$ cat src/cds_pkg.sv
// shared types, constants and calendar helpers for the date stepper
`timescale 1ns / 1ps
`default_nettype none

package cds_pkg;

  localparam logic [13:0] MAX_YEAR      = 14'd9999;
  localparam logic [13:0] RESET_YEAR    = 14'd1900;
  localparam logic [13:0] WD_FIRST_YEAR = 14'd2001;
  localparam logic [13:0] WD_LAST_YEAR  = 14'd2099;

  // floor(y / 100) = (y * 5243) >> 19 for every 14-bit y
  localparam logic [26:0] DIV100_RECIP  = 27'd5243;
  // floor(v / 7) = (v * 147) >> 10 for v up to 159
  localparam logic [15:0] DIV7_RECIP    = 16'd147;

  localparam logic [1:0] CMD_SET = 2'd0;
  localparam logic [1:0] CMD_ADD = 2'd1;
  localparam logic [1:0] CMD_SUB = 2'd2;

  localparam logic [1:0] STS_OK     = 2'd0;
  localparam logic [1:0] STS_REJECT = 2'd1;
  localparam logic [1:0] STS_LIMIT  = 2'd2;

  typedef struct packed {
    logic [1:0]  command;
    logic [15:0] day_count;
    logic [13:0] new_year;
    logic [3:0]  new_month;
    logic [4:0]  new_day;
  } item_t;

  typedef struct packed {
    logic [13:0] cur_year;
    logic [3:0]  cur_month;
    logic [4:0]  cur_day;
    logic [2:0]  weekday;
    logic [1:0]  status;
  } result_t;

  typedef enum logic [2:0] {
    ST_IDLE,
    ST_LEAP1,
    ST_LEAP2,
    ST_EXEC,
    ST_FINISH
  } state_t;

  // controller to datapath
  typedef struct packed {
    logic load;
    logic set_exec;
    logic step;
    logic flag_limit;
    logic finish;
  } ctrl_cmd_t;

  // datapath to controller
  typedef struct packed {
    logic is_set;
    logic is_step;
    logic count_zero;
    logic at_limit;
    logic out_busy;
  } dp_status_t;

  function automatic logic [4:0] days_in(input logic [3:0] month, input logic leap);
    logic [4:0] len;
    case (month) inside
      4'd4, 4'd6, 4'd9, 4'd11: len = 5'd30;
      4'd2:                    len = leap ? 5'd29 : 5'd28;
      default:                 len = 5'd31;
    endcase
    return len;
  endfunction

  function automatic logic [2:0] month_code(input logic [3:0] month);
    logic [2:0] code;
    unique case (month)
      4'd1:    code = 3'd0;
      4'd2:    code = 3'd3;
      4'd3:    code = 3'd3;
      4'd4:    code = 3'd6;
      4'd5:    code = 3'd1;
      4'd6:    code = 3'd4;
      4'd7:    code = 3'd6;
      4'd8:    code = 3'd2;
      4'd9:    code = 3'd5;
      4'd10:   code = 3'd0;
      4'd11:   code = 3'd3;
      4'd12:   code = 3'd5;
      default: code = 3'd0;
    endcase
    return code;
  endfunction

endpackage

`default_nettype wire

$ cat src/cds_leap.sv
// two-stage leap year unit, divides by 100 through a reciprocal multiply
`timescale 1ns / 1ps
`default_nettype none

module cds_leap (
  input  wire logic        clk,
  input  wire logic [13:0] year,
  output logic             leap
);

  logic [26:0] prod;
  logic [7:0]  quot;
  logic [13:0] year_d;
  logic [13:0] hundreds;
  logic        div100;

  assign prod = 27'(year) * cds_pkg::DIV100_RECIP;

  always_ff @(posedge clk) begin
    quot   <= prod[26:19];
    year_d <= year;
  end

  // quot * 100 as shifts and adds
  assign hundreds = {quot, 6'b0} + {1'b0, quot, 5'b0} + {4'b0, quot, 2'b0};
  assign div100   = (hundreds == year_d);

  always_ff @(posedge clk) begin
    leap <= div100 ? (quot[1:0] == 2'b00) : (year_d[1:0] == 2'b00);
  end

endmodule

`default_nettype wire

$ cat src/cds_datapath.sv
// date registers, day step logic, set check, weekday and result register
`timescale 1ns / 1ps
`default_nettype none

module cds_datapath #(
  parameter int COUNT_BITS = 16
) (
  input  wire logic               clk,
  input  wire logic               rst,
  input  wire cds_pkg::item_t     item,
  input  wire logic               cfg_we,
  input  wire logic [13:0]        cfg_data,
  input  wire cds_pkg::ctrl_cmd_t ctrl,
  output cds_pkg::dp_status_t     stat,
  output cds_pkg::result_t        result,
  output logic                    result_valid,
  input  wire logic               result_stall
);

  localparam int CNT_W = (COUNT_BITS < 16) ? COUNT_BITS : 16;

  logic [13:0]      min_year;
  logic [13:0]      lo;
  logic [1:0]       cmd;
  logic [13:0]      in_year;
  logic [3:0]       in_month;
  logic [4:0]       in_day;
  logic [CNT_W-1:0] count;
  logic [13:0]      year;
  logic [3:0]       month;
  logic [4:0]       day;
  logic [1:0]       status;
  logic             leap;
  logic [13:0]      leap_year;
  logic [4:0]       dim;
  logic [4:0]       prev_dim;
  logic [4:0]       in_dim;
  logic             set_ok;
  logic             top_limit;
  logic             bot_limit;
  logic [13:0]      year_next;
  logic [3:0]       month_next;
  logic [4:0]       day_next;

  always_ff @(posedge clk) begin
    if (rst) begin
      min_year <= cds_pkg::RESET_YEAR;
    end else if (cfg_we) begin
      min_year <= cfg_data;
    end
  end

  assign lo = (min_year == 14'd0) ? 14'd1 :
              (min_year > cds_pkg::MAX_YEAR) ? cds_pkg::MAX_YEAR : min_year;

  // leap flag follows the new year for a set, the held year otherwise
  assign leap_year = (cmd == cds_pkg::CMD_SET) ? in_year : year;

  cds_leap u_leap (
    .clk  (clk),
    .year (leap_year),
    .leap (leap)
  );

  assign dim      = cds_pkg::days_in(month, leap);
  assign prev_dim = cds_pkg::days_in(month - 4'd1, leap);
  assign in_dim   = cds_pkg::days_in(in_month, leap);

  assign set_ok = (in_year >= lo) && (in_year <= cds_pkg::MAX_YEAR) &&
                  (in_month >= 4'd1) && (in_month <= 4'd12) &&
                  (in_day >= 5'd1) && (in_day <= in_dim);

  assign top_limit = (year >= cds_pkg::MAX_YEAR) && (month == 4'd12) && (day >= 5'd31);
  assign bot_limit = (year < lo) ||
                     ((year == lo) && (month <= 4'd1) && (day <= 5'd1));

  // one day forward or back
  always_comb begin
    year_next  = year;
    month_next = month;
    day_next   = day;
    if (cmd == cds_pkg::CMD_ADD) begin
      if (day >= dim) begin
        day_next = 5'd1;
        if (month >= 4'd12) begin
          month_next = 4'd1;
          year_next  = year + 14'd1;
        end else begin
          month_next = month + 4'd1;
        end
      end else begin
        day_next = day + 5'd1;
      end
    end else begin
      if (day <= 5'd1) begin
        if (month <= 4'd1) begin
          month_next = 4'd12;
          year_next  = year - 14'd1;
          day_next   = 5'd31;
        end else begin
          month_next = month - 4'd1;
          day_next   = prev_dim;
        end
      end else begin
        day_next = day - 5'd1;
      end
    end
  end

  always_ff @(posedge clk) begin
    if (ctrl.load) begin
      cmd      <= item.command;
      in_year  <= item.new_year;
      in_month <= item.new_month;
      in_day   <= item.new_day;
      count    <= item.day_count[CNT_W-1:0];
    end else if (ctrl.step) begin
      count <= count - CNT_W'(1);
    end
  end

  always_ff @(posedge clk) begin
    if (ctrl.load) begin
      status <= cds_pkg::STS_OK;
    end else if (ctrl.set_exec && !set_ok) begin
      status <= cds_pkg::STS_REJECT;
    end else if (ctrl.flag_limit) begin
      status <= cds_pkg::STS_LIMIT;
    end
  end

  always_ff @(posedge clk) begin
    if (rst) begin
      year  <= cds_pkg::RESET_YEAR;
      month <= 4'd1;
      day   <= 5'd1;
    end else if (ctrl.set_exec && set_ok) begin
      year  <= in_year;
      month <= in_month;
      day   <= in_day;
    end else if (ctrl.step) begin
      year  <= year_next;
      month <= month_next;
      day   <= day_next;
    end
  end

  assign stat.is_set     = (cmd == cds_pkg::CMD_SET);
  assign stat.is_step    = (cmd == cds_pkg::CMD_ADD) || (cmd == cds_pkg::CMD_SUB);
  assign stat.count_zero = (count == '0);
  assign stat.at_limit   = (cmd == cds_pkg::CMD_ADD) ? top_limit : bot_limit;
  assign stat.out_busy   = result_valid && result_stall;

  // weekday, table formula over 2001 to 2099
  logic [13:0] wd_diff;
  logic [6:0]  t1;
  logic [3:0]  t2;
  logic [7:0]  wd_sum;
  logic [15:0] wd_prod;
  logic [7:0]  wd_quot;
  logic [7:0]  wd_rem;
  logic [2:0]  weekday;

  assign wd_diff = year - cds_pkg::WD_FIRST_YEAR;
  assign t1      = wd_diff[6:0];
  assign t2      = {1'b0, cds_pkg::month_code(month)} +
                   (((year[1:0] == 2'b00) && (month >= 4'd3)) ? 4'd1 : 4'd0);
  assign wd_sum  = {1'b0, t1} + {3'b0, t1[6:2]} + {4'b0, t2} + {3'b0, day - 5'd1};
  assign wd_prod = 16'(wd_sum) * cds_pkg::DIV7_RECIP;
  assign wd_quot = {2'b0, wd_prod[15:10]};
  assign wd_rem  = wd_sum - ((wd_quot << 3) - wd_quot);
  assign weekday = ((year >= cds_pkg::WD_FIRST_YEAR) && (year <= cds_pkg::WD_LAST_YEAR)) ?
                   (wd_rem[2:0] + 3'd1) : 3'd0;

  always_ff @(posedge clk) begin
    if (ctrl.finish) begin
      result.cur_year  <= year;
      result.cur_month <= month;
      result.cur_day   <= day;
      result.weekday   <= weekday;
      result.status    <= status;
    end
  end

  always_ff @(posedge clk) begin
    if (rst) begin
      result_valid <= 1'b0;
    end else if (ctrl.finish) begin
      result_valid <= 1'b1;
    end else if (!result_stall) begin
      result_valid <= 1'b0;
    end
  end

endmodule

`default_nettype wire

$ cat src/cds_ctrl.sv
// controller state machine for the date stepper
`timescale 1ns / 1ps
`default_nettype none

module cds_ctrl (
  input  wire logic                clk,
  input  wire logic                rst,
  input  wire logic                item_valid,
  output logic                     item_stall,
  input  wire cds_pkg::dp_status_t stat,
  output cds_pkg::ctrl_cmd_t       ctrl
);

  cds_pkg::state_t state;
  cds_pkg::state_t state_next;

  always_ff @(posedge clk) begin
    if (rst) begin
      state <= cds_pkg::ST_IDLE;
    end else begin
      state <= state_next;
    end
  end

  always_comb begin
    state_next = state;
    unique case (state)
      cds_pkg::ST_IDLE: begin
        if (item_valid) state_next = cds_pkg::ST_LEAP1;
      end
      cds_pkg::ST_LEAP1: state_next = cds_pkg::ST_LEAP2;
      cds_pkg::ST_LEAP2: state_next = cds_pkg::ST_EXEC;
      cds_pkg::ST_EXEC: begin
        if (!stat.is_step || stat.count_zero || stat.at_limit) begin
          state_next = cds_pkg::ST_FINISH;
        end
      end
      cds_pkg::ST_FINISH: begin
        if (!stat.out_busy) state_next = cds_pkg::ST_IDLE;
      end
      default: state_next = cds_pkg::ST_IDLE;
    endcase
  end

  always_comb begin
    ctrl       = '0;
    item_stall = 1'b1;
    unique case (state) inside
      cds_pkg::ST_IDLE: begin
        item_stall = 1'b0;
        ctrl.load  = item_valid;
      end
      cds_pkg::ST_LEAP1, cds_pkg::ST_LEAP2: ;
      cds_pkg::ST_EXEC: begin
        ctrl.set_exec = stat.is_set;
        if (stat.is_step && !stat.count_zero) begin
          ctrl.step       = !stat.at_limit;
          ctrl.flag_limit = stat.at_limit;
        end
      end
      cds_pkg::ST_FINISH: ctrl.finish = !stat.out_busy;
      default: ;
    endcase
  end

endmodule

`default_nettype wire

$ cat src/calendar_date_stepper_top.sv
// top level of the calendar date stepper: controller, datapath, config port
// sequence: after the transfer, LEAP1 and LEAP2 wait on the leap unit; EXEC then
//   sets the date or steps it one day per cycle until the count or a limit is hit;
//   FINISH writes the result once the output is free; new items wait until idle
// reset: date 1900-01-01, min_year 1900, no result pending
`timescale 1ns / 1ps
`default_nettype none

module calendar_date_stepper_top #(
  parameter int COUNT_BITS = 16
) (
  input  wire logic             clk,
  input  wire logic             rst,
  // item channel
  input  wire logic             item_valid,
  output logic                  item_stall,
  input  wire cds_pkg::item_t   item,
  // result channel
  output logic                  result_valid,
  input  wire logic             result_stall,
  output cds_pkg::result_t      result,
  // min_year write channel
  input  wire logic             cfg_valid,
  output logic                  cfg_ready,
  input  wire logic [13:0]      cfg_data
);

  cds_pkg::ctrl_cmd_t  ctrl;
  cds_pkg::dp_status_t stat;

  // register writes are to come only while idle; the block does not enforce it and always takes them
  assign cfg_ready = 1'b1;

  // state machine: loads an item, waits on the leap unit, sets or steps the date, then
  // hands the result to the output register once it is free
  cds_ctrl u_ctrl (
    .clk        (clk),
    .rst        (rst),
    .item_valid (item_valid),
    .item_stall (item_stall),
    .stat       (stat),
    .ctrl       (ctrl)
  );

  // date registers, leap unit, weekday logic and output register; the
  // output register lets the next item start while a result waits
  cds_datapath #(
    .COUNT_BITS (COUNT_BITS)
  ) u_dp (
    .clk          (clk),
    .rst          (rst),
    .item         (item),
    .cfg_we       (cfg_valid && cfg_ready),
    .cfg_data     (cfg_data),
    .ctrl         (ctrl),
    .stat         (stat),
    .result       (result),
    .result_valid (result_valid),
    .result_stall (result_stall)
  );

endmodule

`default_nettype wire

$ cat config.mk
export PLATFORM = sky130hd
export DESIGN_NAME = calendar_date_stepper_top
export DESIGN_NICKNAME = d
export VERILOG_FILES = /design/src/cds_pkg.sv /design/src/cds_leap.sv /design/src/cds_datapath.sv /design/src/cds_ctrl.sv /design/src/calendar_date_stepper_top.sv
export SDC_FILE = /design/constraint.sdc
export NUM_CORES = 1
export LEC_CHECK = 0
export BUFFER_PORTS_ARGS = -buffer_cell sky130_fd_sc_hd__buf_2
export CORE_MARGIN = 10
export CORE_UTILIZATION = 35
export DETAILED_ROUTE_END_ITERATION = 8
export GPL_TIMING_DRIVEN = 0
export MAX_ROUTING_LAYER = met4
export SLEW_MARGIN = 20
export SYNTH_ARGS = -nofsm -noshare
export SYNTH_HDL_FRONTEND = slang
export SYNTH_SLANG_ARGS = --single-unit
$ cat constraint.sdc
create_clock -name clk -period 7.7 [get_ports clk]
set_clock_uncertainty 0.2 [all_clocks]
set_input_delay 0.77 -clock clk [delete_from_list [all_inputs] [get_ports clk]]
set_output_delay 0.77 -clock clk [all_outputs]
set_load 0.02 [all_outputs]
# After elaboration in Yosys (flattened, before gate mapping)
# Memory sizes are Yosys's and may differ from the RTL's. A register that Yosys moved wholly into a read port is not among the register bits.
# Cells that the tools add are included.
[word_totals]
register_bits = 135
mem_bits_ro = 48
wordCells = 181
memories = 1
[classes]
add_sub_neg = 17
mul = 2
order_cmp = 17
eq_ne = 30
muxes = 50
reduce_logical = 43
[mem_list]
columns = ["memory", "words", "width", "read_ports", "rd_ports_with_merged_regs", "wr", "line", "rtl"]
rows = [
  ["(name not given)", 16, 3, 1, 1, 0, "cds_pkg.sv:79", "unique case (month)"],
]
[op_table]
columns = ["cell", "count"]
rows = [
  ["$mux 14", 10],
  ["$mux 5", 12],
  ["$mux 4", 9],
  ["$mux 16", 2],
  ["$eq 14x14->1", 2],
  ["$eq 4x4->1 const B", 7],
  ["$mul 14x13->27 const B", 1],
  ["$eq 4x3->1 const B", 6],
  ["$logic_not 16->1", 1],
  ["$sub 16x1->16 const B", 1],
  ["$logic_and 1x1->1", 15],
  ["$pmux 3 s5", 1],
  ["$add 14x1->14 const B", 1],
  ["$add 14x10->14", 1],
  ["$add 14x13->14", 1],
  ["$ge 14x11->1 const B", 1],
  ["$ge 14x14->1", 1],
  ["$ge 14x14->1 const B", 1],
  ["$gt 14x14->1 const B", 1],
  ["$le 14x12->1 const B", 1],
  ["$le 14x14->1 const B", 1],
  ["$logic_not 14->1", 1],
  ["$lt 14x14->1", 1],
  ["$sub 14x1->14 const B", 1],
  ["other kinds (45)", 80],
]

# Logic depth before layout (Yosys ltp)
[depth]
ltp_word = 16
mapped_depth = 38
ltp_nobuf = 38

# By module
# Synthesis repeated with hierarchy kept, for this count alone.
[hier_totals]
cells_unflattened = 1282
area_unflattened_um2 = 12677.2
[modules_own_cells]
columns = ["mod", "n_inst", "cells_each", "area_per_inst_um2", "seq_area_each_um2"]
rows = [
  ["cds_datapath", 1, 833, 8126.5, 2932.8],
  ["cds_leap", 1, 424, 4361.7, 460.4],
  ["cds_ctrl", 1, 23, 177.7, 60.1],
  ["calendar_date_stepper_top", 1, 2, 11.3, 0.0],
]

# Least setup slack after synthesis
# No wires, ideal clock.
[synth_timing]
kind = "register to register"
from = "reg u_dp.year[0]"
to = "reg, netlist name u_dp.result[4]"
t_arrival_ps = 7351
t_required_ps = 7246
setup_slack_ps = -106
stages_incl_launch_ff = 36
path_buffers = 0
synth_period_minus_slack_ps = 7806
cell_sequence = "dfxtp_1 inv_1 ha_1 o31a_1 ha_1 ha_1 fa_1 inv_1 fa_1 inv_1 ha_1 inv_1 fa_1 inv_1 a21oi_1 o21ai_0 xor2_1 ha_1 ha_1 fa_1 ha_1 a21o_1 a21o_1 a21o_1 a21o_1 a21o_1 xnor2_1 ha_1 inv_1 fa_1 xnor2_1 xnor2_1 xnor2_1 xnor2_1 xnor2_1 nor2_1"
[synth_via]
elab_chain_len = 10
word_cells_on_any_way = 15
[synth_lines]
columns = ["item", "line", "rtl"]
rows = [
  ["start, declared", "cds_datapath.sv:29", "logic [13:0] year;"],
  ["start signal, assigned", "cds_datapath.sv:134", "year <= cds_pkg::RESET_YEAR;"],
  ["start signal, assigned", "cds_datapath.sv:138", "year <= in_year;"],
  ["start signal, assigned", "cds_datapath.sv:142", "year <= year_next;"],
  ["parallel branches: the longest is 10 deep, another holds $mul 8x8->13", "n/a", ""],
]
# Parallel ways; which one is timed is not known.
# A chain may end at the register's enable or synchronous reset.

# Final worst setup path
[layout_timing]
from = "reg u_dp.month[0]"
to = "reg, netlist name u_dp.result[4]"
[layout_via]
elab_chain_len = 10
[layout_lines]
columns = ["item", "line", "rtl"]
rows = [
  ["start, declared", "cds_datapath.sv:30", "logic [3:0] month;"],
  ["start signal, assigned", "cds_datapath.sv:139", "month <= in_month;"],
  ["start signal, assigned", "cds_datapath.sv:143", "month <= month_next;"],
  ["$ge 4x2->1 (*)", "cds_datapath.sv:167", "(((year[1:0] == 2'b00) && (month >= 4'd3)) ? 4'd1 : 4'd0);"],
  ["$logic_and 1x1->1 (*)", "cds_datapath.sv:167", ""],
  ["$mux 1 (*)", "cds_datapath.sv:167", ""],
  ["$add 3x4->4 (*)", "cds_datapath.sv:166", "assign t2 = {1'b0, cds_pkg::month_code(month)} +"],
  ["$add 8x4->8 (*)", "cds_datapath.sv:168", "assign wd_sum = {1'b0, t1} + {3'b0, t1[6:2]} + {4'b0, t2} + {3'b0, day - 5'd1};"],
  ["$add 8x5->8 (*)", "cds_datapath.sv:168", ""],
  ["$mul 8x8->13", "cds_datapath.sv:169", "assign wd_prod = 16'(wd_sum) * cds_pkg::DIV7_RECIP;"],
  ["$sub 1x3->3", "cds_datapath.sv:171", "assign wd_rem = wd_sum - ((wd_quot << 3) - wd_quot);"],
  ["$sub 3x3->3 (*)", "cds_datapath.sv:171", ""],
  ["$add 3x1->3 (*)", "cds_datapath.sv:173", "(wd_rem[2:0] + 3'd1) : 3'd0;"],
]
# Mark *: on every way between the ends. The rest lies on a longest branch, timed or not.

==> flow_metrics.tcl <==
set metrics [dict create \
    status "completed" \
    cts_made_buffers 17 \
    syn_inst 1254 \
    max_slew_margin_pct 25.3 \
    drt-total-wl_mm 31.0 \
    ir_drop_mv 0.179 \
    slew_viol_final 0 \
    synth_area_um2 12500 \
    yosysWarnings 0 \
    drive_gt1_share_pct 15.7 \
    arrival_ns 7.57 \
    hold_path_startpoint "u_dp.status[1]" \
    die_h_um 209 \
    layoutNonFillerInstCount 1851 \
    die_area_um2 43500 \
    clk_latency_ns 0.45 \
    cts_root_buf "clkbuf_16" \
    clock.fmax_mhz 132 \
    synthSimpleGateAreaFrac_pct 10.6 \
    dr.pass1.iters 5 \
    p_comb_share_pct 57.4 \
    synth.area.top_cells "ha_1 21%, edfxtp_1 17%, fa_1 13%" \
    netSwitchingFraction_pct 42.1 \
    synth-compound-area-share_pct 11.6 \
    critPathMaxStageDelay_ns 0.50 \
    cts_tree "yes" \
    ys_seq_elements 138 \
    power.switching_mw 1.74 \
    cpMaxStageDelayCell "fa_1" \
    synth-xor-area-share_pct 5.20 \
    powerDensity_nw_per_um2 286 \
    synth_cell_types 76 \
    cts.clk_slew.worst_paths_ns 0.08 \
    synthAdderAreaFrac_pct 34.9 \
    hold_class "flop to flop" \
    grt_start_max_net_pins 22 \
    synth.area.mux_share_pct 3.58 \
    crit_type "flop to flop" \
    power_mw 4.14 \
    avgViaCountPerCell 5.03 \
    design_area_um2 14500 \
    die_w_um 209 \
    wl_per_cell_um 16.8 \
    cp.required_ns 7.69 \
    worst_pin_slew_ns 1.11 \
    ant_nets 0 \
    end_kind "flop" \
    start_util_pct 35.3 \
    grt_pass1_wl_mm 50.2 \
    cap_violations 0 \
    io_buffers 88 \
    drc 0 \
    reg2reg_slack_ns 0.13 \
    dp_cells 1806 \
    synth_edf_count 69 \
    ys_seq_area_share_pct 27.7 \
    io-pin-count 91 \
    cts.path.max_buffers 2 \
    synth_most_common_cell "ha_1" \
    first_iter_violations 522 \
    fin_crit_sh_pct 98.4 \
    start_kind "flop" \
    placed_cell_area_um2 13500 \
    synthTopCellsByCount "213 x ha_1, 180 x inv_1, 84 x fa_1, 83 x nor2_1, 80 x nand2_1" \
    antenna_found_initial 0 \
    dp_hpwl_mm 25.2 \
    grt_pass1_vias 9605 \
    yosysTopAreaCellShare_pct 21.4 \
    synthArstFlopShare_pct 0 \
    p_leak_nw 6.73 \
    crit_start "u_dp.month[0]" \
    internal-power_mw 2.40 \
    power_frac_seq_pct 22.4 \
    vias 9302 \
    gp_routability_congestion 0.855 \
    finalNetCount 1734 \
    cts.sinks 138 \
    worst-path-max-fanout 3 \
    yosys.area.top_type "ha_1" \
    syn_nets 1611 \
    synth_top_family_by_area "adder cells" \
    cts_max_level 4 \
    n_antenna_cell 0 \
    syn_avg_cell_area_um2 9.94 \
    synthFlopType "edfxtp_1" \
    clkPwrFrac_pct 20.2 \
    final_hold_viol_count 0 \
    grt_usage_pct 14.6 \
    r2r_start "u_dp.month[0]" \
    rsz0062_at_grt "yes" \
    gr-total-overflow 0 \
    area_growth_pct 16.4 \
    path_common_cell "a21o_1" \
    fp-row-count 69 \
    coreArea_um2 35300 \
    setup_viol 0 \
    finalCriticalPeriod_ns 7.57 \
]
-- kinds of logic (layout without fill, tap and decap cells) --
| logic type | count (synthesis) | in the layout |
|---|---|---|
| AO/OA/AOI/OAI | 214 | 214 |
| XOR/XNOR | 74 | 74 |
| adder cells (fa/ha/maj) | 297 | 297 |
| buffers and inverters | 211 | 347 |
| flip-flops | 138 | 138 |
| multiplexers | 40 | 40 |
| other | 1 | 1 |
| AND/OR/NAND/NOR | 279 | 279 |
-- sequential cells by signal (all words and copies together) (netlist names), 4 cells and up, named ones only --
| signal | flops |
|---|---|
| u_dp.day | 5 |
| u_dp.u_leap.quot | 8 |
| u_dp.year | 14 |
| u_dp.month | 4 |
| u_dp.result | 28 |
| u_dp.in_day | 5 |
| u_dp.in_year | 14 |
| u_dp.in_month | 4 |
| u_dp.u_leap.year_d | 14 |
| u_dp.min_year | 14 |
| u_dp.count | 16 |
-- power by group through the flow --
stage | sequential [mW] | clock (mW) | combinational [mW]
6_report | 0.928 | 0.835 | 2.38
5_1_grt | 0.937 | 0.886 | 2.79
3_5_place_dp | 0.945 | 0 | 2.29
2_1_floorplan | 0.917 | 0 | 1.76
3_3_place_gp | 0.945 | 0 | 2.22
4_1_cts | 0.928 | 0.857 | 2.34
-- what timing repair did --
item | 4_1_cts | 5_1_grt
gates cloned | 0 | 0
setup buffers | 6 | 10
pin swaps | 14 | 36
hold buffers | 0 | 0
setup endpoints to repair | 1 | 1
resized for setup | 30 | 25
-- layer usage --
layer  share of wire [%]  global-route usage, %  wire [um]
met5                   0                      -          0
met4                 2.3                   5.33        707
met3                 3.5                   2.13       1080
met2                  47                   23.4      14500
met1                  48                   18.5      14800
-- final cells by class --
| type | instances | area, um^2 |
|---|---|---|
| clock inverters | 15 | 191 |
| multi-input cells | 905 | 8430 |
| fillers | 3383 | 20800 |
| repair buffers | 107 | 611 |
| inverters | 181 | 686 |
| flip-flops and latches | 138 | 3470 |
| plain buffers | 27 | 109 |
| clock buffers | 17 | 425 |
| well taps | 461 | 577 |
-- final timing paths --
path | to | cells past startpoint
worst max-delay path | u_dp.result[4] | 33
worst min-delay path | u_dp.result[1] | 0
worst max register to register | u_dp.result[4] | 33
worst min register to register | u_dp.result[1] | 0
-- cell usage in the layout (no fill, tap or decap), types with 7 or more instances in the layout --
cell type  synthesis  layout
o21ai_0           59      56
mux2i_1           25      25
mux2_2            12      12
nor4_1             8       8
nand4_1            8       8
clkbuf_1          27      22
dfxtp_1           69      61
o211ai_1          19      19
o21a_1             9       9
nor2_1            83      83
nor3_1            28      28
xor2_1            20      18
fa_1              84      82
edfxtp_1          69      69
buf_2              0      88
xnor2_1           54      49
ha_4               0       7
nand2b_1          11      11
inv_1            180     172
a211oi_1           9       9
and3_1             8       8
a21oi_1           45      41
nand3_1           19      19
nand2_1           80      80
a21o_1            18      18
buf_4              1      18
clkbuf_16          0      17
ha_1             213     202
-- critical path: cells and delay by family, from the launching register on --
| family | cells | cell delay (ns) |
|---|---|---|
| XOR/XNOR | 8 | 1.27 |
| flip-flops | 1 | 0.36 |
| AO/OA/AOI/OAI | 9 | 1.68 |
| buffers and inverters | 3 | 0.13 |
| AND/OR/NAND/NOR | 1 | 0.06 |
| adder cells (fa/ha/maj) | 12 | 3.61 |
-- metrics by stage --
stage                     util (%)  hold slack, ns  setup TNS [ns]  worst slack, ns
after floorplan                  -           0.201               0           0.0480
after global placement        38.2           0.213          -0.518           -0.518
after detailed placement      38.4           0.212          -0.559           -0.559
after CTS                     40.5           0.232               0           0.0182
after global routing          41.1           0.239          -0.157           -0.157
final                         41.1           0.241               0            0.125
(Power assumes the default switching activity.)
